**config.mk**
```make
export PLATFORM = sky130hd
export DESIGN_NAME = mavlink_frame_receiver_unit
export DESIGN_NICKNAME = d
export VERILOG_FILES = /design/src/mfr_pkg.sv /design/src/mavlink_frame_receiver_unit.sv
export SDC_FILE = /design/constraint.sdc
export NUM_CORES = 1
export LEC_CHECK = 0
export BUFFER_PORTS_ARGS = -buffer_cell sky130_fd_sc_hd__buf_2
export CORE_AREA = 2 2 148 150
export DETAILED_ROUTE_END_ITERATION = 10
export DIE_AREA = 0 0 150 152
export PLACE_DENSITY = 0.83
export SLEW_MARGIN = 10
export SYNTH_ARGS = -nofsm -noshare
export SYNTH_HDL_FRONTEND = slang
export SYNTH_SLANG_ARGS = --single-unit
```
**constraint.sdc**
```tcl
create_clock -name clk -period 8.7 [get_ports clk]
set_clock_uncertainty 0.15 [all_clocks]
set_input_delay 0.87 -clock clk [delete_from_list [all_inputs] [get_ports clk]]
set_output_delay 0.87 -clock clk [all_outputs]
set_load 0.05 [all_outputs]
```
**src/mfr_pkg.sv**
```systemverilog
// ----------------------------------------------------------------------------
// mfr_pkg
// Types, constants and CRC helpers for the frame receiver.
// ----------------------------------------------------------------------------
package mfr_pkg;

  // Parser phase, one per header field plus payload and CRC bytes
  typedef enum logic [3:0] {
    PH_START,
    PH_LEN,
    PH_INCOMPAT,
    PH_COMPAT,
    PH_SEQ,
    PH_SYS,
    PH_COMP,
    PH_ID0,
    PH_ID1,
    PH_ID2,
    PH_PAYLOAD,
    PH_CRCLO,
    PH_CRCHI
  } phase_t;

  // Reported message kind
  typedef enum logic [1:0] {
    KIND_HEARTBEAT = 2'd0,
    KIND_GLOBAL_POS = 2'd1,
    KIND_CMD_ACK = 2'd2,
    KIND_OTHER = 2'd3
  } msg_kind_t;

  localparam logic [7:0] START_V1 = 8'hFE;
  localparam logic [7:0] START_V2 = 8'hFD;
  localparam logic [15:0] CRC_SEED = 16'hFFFF;

  localparam logic [23:0] ID_HEARTBEAT = 24'd0;
  localparam logic [23:0] ID_GLOBAL_POS = 24'd33;
  localparam logic [23:0] ID_CMD_LONG = 24'd76;
  localparam logic [23:0] ID_CMD_ACK = 24'd77;

  localparam logic [7:0] EXTRA_HEARTBEAT = 8'd50;
  localparam logic [7:0] EXTRA_GLOBAL_POS = 8'd104;
  localparam logic [7:0] EXTRA_CMD_LONG = 8'd152;
  localparam logic [7:0] EXTRA_CMD_ACK = 8'd143;

  // Only payload bytes 0..19 are ever decoded; keep that window
  localparam int WIN_BYTES = 20;
  localparam int WIN_IDX_W = $clog2(WIN_BYTES);

  // One X.25 (MCRF4XX) CRC-16 step over a byte
  function automatic logic [15:0] x25_update(input logic [15:0] crc, input logic [7:0] v);
    logic [7:0] t;
    t = v ^ crc[7:0];
    t = t ^ {t[3:0], 4'b0000};
    return {8'h00, crc[15:8]} ^ {t, 8'h00} ^ {5'b00000, t, 3'b000} ^ {12'h000, t[7:4]};
  endfunction

  // Per-message extra byte folded in at the end of the frame
  function automatic logic [7:0] extra_byte(input logic [23:0] id);
    logic [7:0] e;
    case (id)
      ID_HEARTBEAT:  e = EXTRA_HEARTBEAT;
      ID_GLOBAL_POS: e = EXTRA_GLOBAL_POS;
      ID_CMD_LONG:   e = EXTRA_CMD_LONG;
      ID_CMD_ACK:    e = EXTRA_CMD_ACK;
      default:       e = 8'h00;
    endcase
    return e;
  endfunction

endpackage

```
**src/mavlink_frame_receiver_unit.sv**
```systemverilog
// ----------------------------------------------------------------------------
// mavlink_frame_receiver_unit
// Byte-wide v1/v2 frame parser with CRC check and field decode.
// ----------------------------------------------------------------------------
// Result: a frame with a good CRC is registered on its accepted high CRC byte and shows in the cycle after it.
// Throughput: one byte per cycle while in_stall is low; the CRC step and phase update are one
//   combinational stage between the parser registers and the result register.
// Input stalls only on a high CRC byte while a finished result waits and the
//   output is stalled; every other byte keeps flowing.
// Reset (rst, synchronous): parser hunts for a start byte, CRC at 0xFFFF,
//   no result pending. Payload window registers are not reset.
module mavlink_frame_receiver_unit (
  input  logic        clk,
  input  logic        rst,
  input  logic        in_valid,
  output logic        in_stall,
  input  logic [7:0]  rx_byte,
  output logic        out_valid,
  input  logic        out_stall,
  output mfr_pkg::msg_kind_t msg_kind,
  output logic [23:0] msg_id,
  output logic        is_version_two,
  output logic [7:0]  vehicle_type,
  output logic [7:0]  autopilot_kind,
  output logic [7:0]  mode_flags,
  output logic signed [31:0] rel_altitude_mm,
  output logic [15:0] ack_command,
  output logic [7:0]  ack_result
);
  import mfr_pkg::*;

  // Parser state
  phase_t      phase, phase_next;
  logic        frame_is_v2, frame_is_v2_next;
  logic [7:0]  payload_length, payload_length_next;
  logic [7:0]  payload_index, payload_index_next;
  logic [7:0]  crc_low_byte, crc_low_byte_next;
  logic [23:0] message_ident, message_ident_next;
  logic [15:0] running_crc, running_crc_next;
  logic [7:0]  pay_win [0:WIN_BYTES-1];

  logic        in_accept;
  logic        win_write;
  logic [15:0] crc_step;
  logic [15:0] crc_final;
  logic        frame_ok;

  // Decoded result fields
  msg_kind_t   kind_d;
  logic [7:0]  vehicle_d, autopilot_d, base_d, ack_res_d;
  logic [31:0] alt_d;
  logic [15:0] ack_cmd_d;

  // Hold only the byte that could finish a frame while a result waits
  assign in_stall  = out_valid & out_stall & (phase == PH_CRCHI);
  assign in_accept = in_valid & ~in_stall;

  assign crc_step  = x25_update(running_crc, rx_byte);
  assign crc_final = x25_update(running_crc, extra_byte(message_ident));

  // Read a window byte, zero at or past the received length
  function automatic logic [7:0] pay(input logic [7:0] b, input logic [7:0] idx,
                                     input logic [7:0] len);
    return (idx < len) ? b : 8'h00;
  endfunction

  // Next parser state
  always_comb begin
    phase_next          = phase;
    frame_is_v2_next    = frame_is_v2;
    payload_length_next = payload_length;
    payload_index_next  = payload_index;
    crc_low_byte_next   = crc_low_byte;
    message_ident_next  = message_ident;
    running_crc_next    = running_crc;
    win_write           = 1'b0;
    frame_ok            = 1'b0;
    case (phase)
      PH_START: begin
        if (rx_byte == START_V1 || rx_byte == START_V2) begin
          frame_is_v2_next = (rx_byte == START_V2);
          running_crc_next = CRC_SEED;
          phase_next       = PH_LEN;
        end
      end
      PH_LEN: begin
        running_crc_next    = crc_step;
        payload_length_next = rx_byte;
        phase_next          = frame_is_v2 ? PH_INCOMPAT : PH_SEQ;
      end
      PH_INCOMPAT: begin
        running_crc_next = crc_step;
        phase_next       = (rx_byte == 8'h00) ? PH_COMPAT : PH_START;
      end
      PH_COMPAT: begin
        running_crc_next = crc_step;
        phase_next       = PH_SEQ;
      end
      PH_SEQ: begin
        running_crc_next = crc_step;
        phase_next       = PH_SYS;
      end
      PH_SYS: begin
        running_crc_next = crc_step;
        phase_next       = PH_COMP;
      end
      PH_COMP: begin
        running_crc_next = crc_step;
        phase_next       = PH_ID0;
      end
      PH_ID0: begin
        running_crc_next   = crc_step;
        message_ident_next = {16'h0000, rx_byte};
        payload_index_next = 8'h00;
        if (frame_is_v2) begin
          phase_next = PH_ID1;
        end else begin
          phase_next = (payload_length != 8'h00) ? PH_PAYLOAD : PH_CRCLO;
        end
      end
      PH_ID1: begin
        running_crc_next   = crc_step;
        message_ident_next = {message_ident[23:16], rx_byte, message_ident[7:0]};
        phase_next         = PH_ID2;
      end
      PH_ID2: begin
        running_crc_next   = crc_step;
        message_ident_next = {rx_byte, message_ident[15:0]};
        phase_next         = (payload_length != 8'h00) ? PH_PAYLOAD : PH_CRCLO;
      end
      PH_PAYLOAD: begin
        running_crc_next   = crc_step;
        win_write          = (payload_index < 8'(WIN_BYTES));
        payload_index_next = payload_index + 8'd1;
        if (payload_index_next >= payload_length) begin
          phase_next = PH_CRCLO;
        end
      end
      PH_CRCLO: begin
        crc_low_byte_next = rx_byte;
        phase_next        = PH_CRCHI;
      end
      PH_CRCHI: begin
        frame_ok   = (crc_final == {rx_byte, crc_low_byte});
        phase_next = PH_START;
      end
      default: begin
        phase_next = PH_START;
      end
    endcase
  end

  // Decode the fields of a finished frame
  always_comb begin
    kind_d      = KIND_OTHER;
    vehicle_d   = 8'h00;
    autopilot_d = 8'h00;
    base_d      = 8'h00;
    alt_d       = 32'h0000_0000;
    ack_cmd_d   = 16'h0000;
    ack_res_d   = 8'h00;
    if (message_ident == ID_HEARTBEAT) begin
      kind_d      = KIND_HEARTBEAT;
      vehicle_d   = pay(pay_win[4], 8'd4, payload_length);
      autopilot_d = pay(pay_win[5], 8'd5, payload_length);
      base_d      = pay(pay_win[6], 8'd6, payload_length);
    end else if (message_ident == ID_GLOBAL_POS) begin
      kind_d = KIND_GLOBAL_POS;
      alt_d  = {pay(pay_win[19], 8'd19, payload_length),
                pay(pay_win[18], 8'd18, payload_length),
                pay(pay_win[17], 8'd17, payload_length),
                pay(pay_win[16], 8'd16, payload_length)};
    end else if (message_ident == ID_CMD_ACK) begin
      kind_d    = KIND_CMD_ACK;
      ack_cmd_d = {pay(pay_win[1], 8'd1, payload_length),
                   pay(pay_win[0], 8'd0, payload_length)};
      ack_res_d = pay(pay_win[2], 8'd2, payload_length);
    end
  end

  // Advance the parser on each accepted transaction
  always_ff @(posedge clk) begin
    if (rst) begin
      phase          <= PH_START;
      frame_is_v2    <= 1'b0;
      payload_length <= 8'h00;
      payload_index  <= 8'h00;
      crc_low_byte   <= 8'h00;
      message_ident  <= 24'h000000;
      running_crc    <= CRC_SEED;
    end else if (in_accept) begin
      phase          <= phase_next;
      frame_is_v2    <= frame_is_v2_next;
      payload_length <= payload_length_next;
      payload_index  <= payload_index_next;
      crc_low_byte   <= crc_low_byte_next;
      message_ident  <= message_ident_next;
      running_crc    <= running_crc_next;
    end
  end

  // Capture payload bytes that fall in the decode window
  always_ff @(posedge clk) begin
    if (in_accept && win_write) begin
      pay_win[payload_index[WIN_IDX_W-1:0]] <= rx_byte;
    end
  end

  // Hold the result until the output transaction completes
  always_ff @(posedge clk) begin
    if (rst) begin
      out_valid <= 1'b0;
    end else if (in_accept && frame_ok) begin
      out_valid <= 1'b1;
    end else if (!out_stall) begin
      out_valid <= 1'b0;
    end
  end

  always_ff @(posedge clk) begin
    if (in_accept && frame_ok) begin
      msg_kind        <= kind_d;
      msg_id          <= message_ident;
      is_version_two  <= frame_is_v2;
      vehicle_type    <= vehicle_d;
      autopilot_kind  <= autopilot_d;
      mode_flags      <= base_d;
      rel_altitude_mm <= signed'(alt_d);
      ack_command     <= ack_cmd_d;
      ack_result      <= ack_res_d;
    end
  end

  // A new result only follows a high CRC byte
  a_result_after_crc: assert property (@(posedge clk) disable iff (rst)
    (in_accept && !(phase == PH_CRCHI)) |=> !out_valid || $past(out_valid))
    else $error("result raised outside the CRC byte");

  // The parser always returns to hunting after the CRC
  a_crc_returns_start: assert property (@(posedge clk) disable iff (rst)
    (in_accept && phase == PH_CRCHI) |=> phase == PH_START)
    else $error("parser did not return to start after CRC");

  // Heartbeat results carry message id zero
  a_heartbeat_id: assert property (@(posedge clk) disable iff (rst)
    (out_valid && msg_kind == KIND_HEARTBEAT) |-> msg_id == ID_HEARTBEAT)
    else $error("heartbeat kind with nonzero id");

  // A v1 result never carries a wide message id
  a_v1_id_width: assert property (@(posedge clk) disable iff (rst)
    (out_valid && !is_version_two) |-> msg_id[23:8] == 16'h0000)
    else $error("v1 frame with wide message id");

endmodule
```
# Yosys cells after proc, flatten, opt, wreduce, memory -nomap -nowiden

Memories as Yosys holds them, arrays and structs flattened. A register that Yosys moved wholly into a read port is not among the register bits.
Index checks and enable logic that the tools add are counted.

RAM bits: 160
Flip-flop bits (word level): 97
Memories kept: 1

Memories:

| memory  | words | bits a word | read ports | clocked after Yosys merged registers in | wr ports | RTL line                          | source |
|---|---|---|---|---|---|---|---|
| pay_win | 20    | 8           | 10         | 10                                      | 1        | mavlink_frame_receiver_unit.sv:40 | `logic [7:0] pay_win [0:WIN_BYTES-1];` |

Reductions and logical operators: 35
Multiplexer cells: 20
Add/sub/neg operators: 1
Eq/ne operators: 21
Order comparisons: 12
Bitwise gates (word level): 25

Operators by type and width:

| cell                | count |
|---|---|
| $pmux 24 s3         | 1 |
| $eq 24x7->1 const B | 2 |
| $pmux 4 s12         | 1 |
| $lt 5x8->1 const A  | 4 |
| $pmux 16 s2         | 1 |
| $pmux 8 s4          | 1 |
| $xor 16x11->16      | 2 |
| $xor 16x4->16       | 2 |
| $xor 8x16->16       | 2 |
| $xor 8x8->8         | 4 |
| $eq 24x6->1 const B | 1 |
| $logic_not 24->1    | 1 |
| $lt 3x8->1 const A  | 3 |
| $eq 4x4->1 const B  | 5 |
| $eq 16x16->1        | 1 |
| $eq 4x3->1 const B  | 4 |
| $eq 8x8->1 const B  | 2 |
| $lt 1x8->1 const A  | 2 |
| $mux 16             | 1 |
| $pmux 8 s2          | 1 |
| $reduce_and 3->1    | 5 |
| $not 1->1           | 12 |
| $reduce_and 2->1    | 6 |
| $reduce_or 3->1     | 4 |
| 24 further kinds    | 46 |

# Longest topological paths before layout

Depth after elaboration: 11
Mapped depth: 11
Depth with buffers taken out: 10

# Worst setup path after synthesis

No wires, ideal clock.

Path kind: input -> register
Start: input rx_byte[1]
End: register ack_command[0] (read register of pay_win), enable pin
Cell stages on the path: 7
Slack: -0.386 ns
Data arrival time: 8.305 ns
Required time: 7.918 ns
Buffers on the path: 1
Cells stage by stage: clkbuf_1 xor2_1 xnor2_1 nor4_1 a21oi_1 or4_1 nor4_2

Word-level cells in the longest chain between the ends: 3

Ends and longest elaborated chain:

| element            | RTL line                           | source |
|---|---|---|
| start: declaration | mavlink_frame_receiver_unit.sv:17  | `input logic [7:0] rx_byte,` |
| $eq 16x16->1       | mavlink_frame_receiver_unit.sv:144 | `frame_ok = (crc_final == {rx_byte, crc_low_byte});` |
| $mux 1             | mavlink_frame_receiver_unit.sv:78  | `case (phase)` |
| $logic_and 1x1->1  | mavlink_frame_receiver_unit.sv:221 | `if (in_accept && frame_ok) begin` |
| end: declaration   | mavlink_frame_receiver_unit.sv:27  | `output logic [15:0] ack_command,` |

Every way passes these cells.
A chain may end at the register's enable or synchronous reset.

# Final worst setup path

Start: register message_ident[22]
End: register rel_altitude_mm[0] (read register of pay_win), enable pin

Word-level cells in the longest chain between the ends: 10

Ends and longest elaborated chain:

| element                                   | RTL line                           | source |
|---|---|---|
| start: declaration                        | mavlink_frame_receiver_unit.sv:38  | `logic [23:0] message_ident, message_ident_next;` |
| start signal: assignment                  | mavlink_frame_receiver_unit.sv:197 | `message_ident <= message_ident_next;` |
| $eq 24x7->1, or another cell as far along | mfr_pkg.sv:61                      | `case (id)` |
| $pmux 8 s4                                | mfr_pkg.sv:61                      |  |
| $xor 8x8->8                               | mfr_pkg.sv:53                      | `t = v ^ crc[7:0];` |
| $xor 8x8->8                               | mfr_pkg.sv:54                      | `t = t ^ {t[3:0], 4'b0000};` |
| $xor 8x16->16                             | mfr_pkg.sv:55                      | `return {8'h00, crc[15:8]} ^ {t, 8'h00} ^ {5'b00000, t, 3'b000} ^ {12'h000, t[7:4]};` |
| $xor 16x11->16                            | mfr_pkg.sv:55                      |  |
| $xor 16x4->16                             | mfr_pkg.sv:55                      |  |
| $eq 16x16->1                              | mavlink_frame_receiver_unit.sv:144 |  |
| $mux 1                                    | mavlink_frame_receiver_unit.sv:78  |  |
| $logic_and 1x1->1                         | mavlink_frame_receiver_unit.sv:221 |  |
| end: declaration                          | mavlink_frame_receiver_unit.sv:26  | `output logic signed [31:0] rel_altitude_mm,` |

Parallel ways exist; a longest one is shown, timed or not.

==> results.cfg <==
[finish]
fillers = 1690
final_nets = 929
fin_cells = 1203
antenna_cells = 0
drive_above_1_share = 0.2026
final_common_cell = edfxtp_1
syn2layout_area_growth_pct = 16.27
final_cell_mix = 187 x edfxtp_1, 120 x buf_2, 90 x and2_1

[route]
wire_per_inst_um = 18.54
routed_wl_mm = 22.30
route.layer.met1.wl_mm = 9.141
drt_first_iter_violations = 520
top_layer_used = met4
vias_per_cell = 5.458
antenna_left = 0
drcViolationCount = 0
dr.pass1.iters = 5
wl_met2_mm = 11.12
route.met3.wl_mm = 1.450
via_count = 6566

[critical_path]
critical_path.endpoint = rel_altitude_mm[0]
path_cells = nor4_4 > nand4_4 > or4_1 > xnor2_1 > nor4_1 > a21oi_1 > or4_1 > nor4_4 > buf_4
cp.required_ps = 8680
critPathMaxFanout = 82
timing.rr.end = rel_altitude_mm[0]
critPathMaxStageDelay_ps = 810
worst-path-buf-inv = 1
cp.depth = 9
crit_type = register to register
ff2ff_path_depth = 9
crit_path_top_delay_cell = buf_4
start_kind = register
end_kind = register
regToRegSetupSlack_ps = 4350
crit_start = message_ident[22]
crit_arrival_ps = 4330
r2r_start = message_ident[22]
critical-path-top-delay-family = simple AND/OR/NAND/NOR gates

[sta]
fmax_mhz = 229.8
maxSlewViolCount = 0
hold_slack_ps = 307.6
tightest_slew_ps = 1060
finalSetupViolations = 0
max_slew_margin = 0.2908
fin_crit_ps = 4352
fin_crit_sh = 0.5003
rsz0062_at_grt = no
hold_viol = 0
fin_tns_setup_ps = 0

[power]
cellPowerDensity_nw_per_um2 = 200.3
peakVddDrop_mv = 0.1223
p_leak_nw = 4.877
p_total_mw = 2.434

[cts]
h-tree-depth = 1
clk_path_buf_depth = 3
clk_pin_slew_worst_paths_ps = 60
cts_sinks = 257
cts-buffers-inserted = 24
clk_latency_ps = 520
cts_tree = yes
cts_root_buf = clkbuf_16
cts_resized = 0
hold_buffers = 0
cts_setup_buffers = 0

[placement]
portBuffers = 120
dp.cells = 1159
place_hpwl_mm = 14.28
place.gp.congestion = 0.8513

[synth]
synth_top_flop_cell = edfxtp_1
async_flop_share = 0
avgSynthCellArea_sq_um = 13.35
ys_seq_area_frac = 0.6715
syn-num-nets = 807
yosys_warnings = 0
synth_edf_count = 187
synth_cells = 783
synth.distinct_cells = 54
yosys_register_bits = 257
syn_area_sq_um = 10450

[global_route]
grt_overflow_total = 0
grt_usage = 0.1954
grt_max_degree = 83
grt_pass1_wl_mm = 34.85
antenna_found_initial = 0
grt_pass1_vias = 6386

[die]
row_count = 54
initial_core_util = 0.4895
dieWidth_um = 150
fp.dieArea_sq_um = 22800
ioPinCount = 121
fp.dieH_um = 152
coreArea_sq_um = 21350

[run_status]
status = finished, final reports clean

[flow_run]
cap_violations = 0

[worst_hold_path]
hp-class = register to register
## flip-flops by register name, indices dropped and copies added, names as in the netlist, 16 cells and up
register	count
msg_id	24
ack_command	16
running_crc	16
rel_altitude_mm	32
pay_win	80
message_ident	24
## worst register-to-register path: cells and delay by family (launching register included)
| kind | cells | cell delay (ps) |
|---|---|---|
| AOI/OAI and AO/OA | 1 | 80 |
| DFF | 1 | 350 |
| buffers and inverters | 1 | 810 |
| xor gates and xnor gates | 1 | 180 |
| and+or+nand+nor | 6 | 2330 |
## routing by layer
layer  global-route usage  up-vias
met4              0.06739        0
met2               0.3288      271
li1                     -     3069
met1               0.2589     3173
met5                    0        -
met3              0.02943       53
## Yosys cell counts (5+ instances only)
cell / n / area [sq um]
mux2i_1: 28 / 280.3
a21oi_1: 29 / 145.1
o21ai_0: 11 / 55.05
and2_1: 90 / 563.0
clkbuf_1: 26 / 97.59
inv_1: 15 / 56.30
a22o_1: 12 / 105.1
nor2_1: 59 / 221.5
dfxtp_1: 70 / 1401
xnor2_1: 35 / 306.5
nor2b_1: 5 / 31.28
edfxtp_1: 187 / 5615
o31ai_1: 5 / 37.54
ha_1: 12 / 150.1
nand3_1: 19 / 95.09
o21bai_1: 15 / 112.6
xor2_1: 23 / 201.4
or2_2: 8 / 50.05
nand2_1: 31 / 116.4
and3_1: 5 / 31.28
nor3_1: 27 / 135.1
nor4_1: 12 / 75.07
## worst min path at each step
| stage | from | end | cells past startpoint |
|---|---|---|---|
| after floorplan | message_ident[7] | msg_id[7] | 0 |
| after global placement | message_ident[14] | msg_id[14] | 0 |
| after detailed placement | message_ident[13] | msg_id[13] | 0 |
| after CTS | message_ident[13] | msg_id[13] | 0 |
| after global routing | message_ident[13] | msg_id[13] | 0 |
| final | message_ident[13] | msg_id[13] | 0 |
## layout make-up
type | count | area, sq um | share of cell area
clock inverters | 11 | 83.83 | 0.006899
well taps | 280 | 350.3 | 0.02883
repair buffers | 128 | 660.6 | 0.05437
clock buffers | 33 | 760.7 | 0.06261
flip-flops and latches | 257 | 7017 | 0.5775
inverters | 15 | 56.30 | 0.004634
multi-input cells | 479 | 3222 | 0.2652
## logic make-up (layout without fill, tap and decap cells)
| kind of cell | Yosys count | in the layout | synth area share |
|---|---|---|---|
| AND/OR/NAND/NOR | 286 | 286 | 0.1554 |
| AO/OA/AOI/OAI | 93 | 93 | 0.05903 |
| adder cells (fa/ha/maj) | 12 | 12 | 0.01437 |
| flip-flops | 257 | 257 | 0.6715 |
| multiplexers | 29 | 29 | 0.02790 |
| XOR/XNOR | 59 | 59 | 0.05077 |
| buffers and inverters | 47 | 187 | 0.02107 |
## power breakdown
| group | switching (mW) | internal, mW | leakage [nW] |
|---|---|---|---|
| Clock | 0.441 | 0.643 | 0.421 |
| Sequential | 0.000343 | 1.30 | 2.47 |
| Combinational | 0.0353 | 0.0121 | 1.98 |
## metrics by stage
stage               worst slack, ps  utilization  area (sq um)
floorplan                      2123            -         10460
global placement               4261       0.5295         11310
detailed placement             4145       0.5295         11310
CTS                            4351       0.5691         12150
global route                   4124       0.5691         12150
finish                         4348       0.5691         12150
No activity file was read; power rests on OpenSTA's default activity.
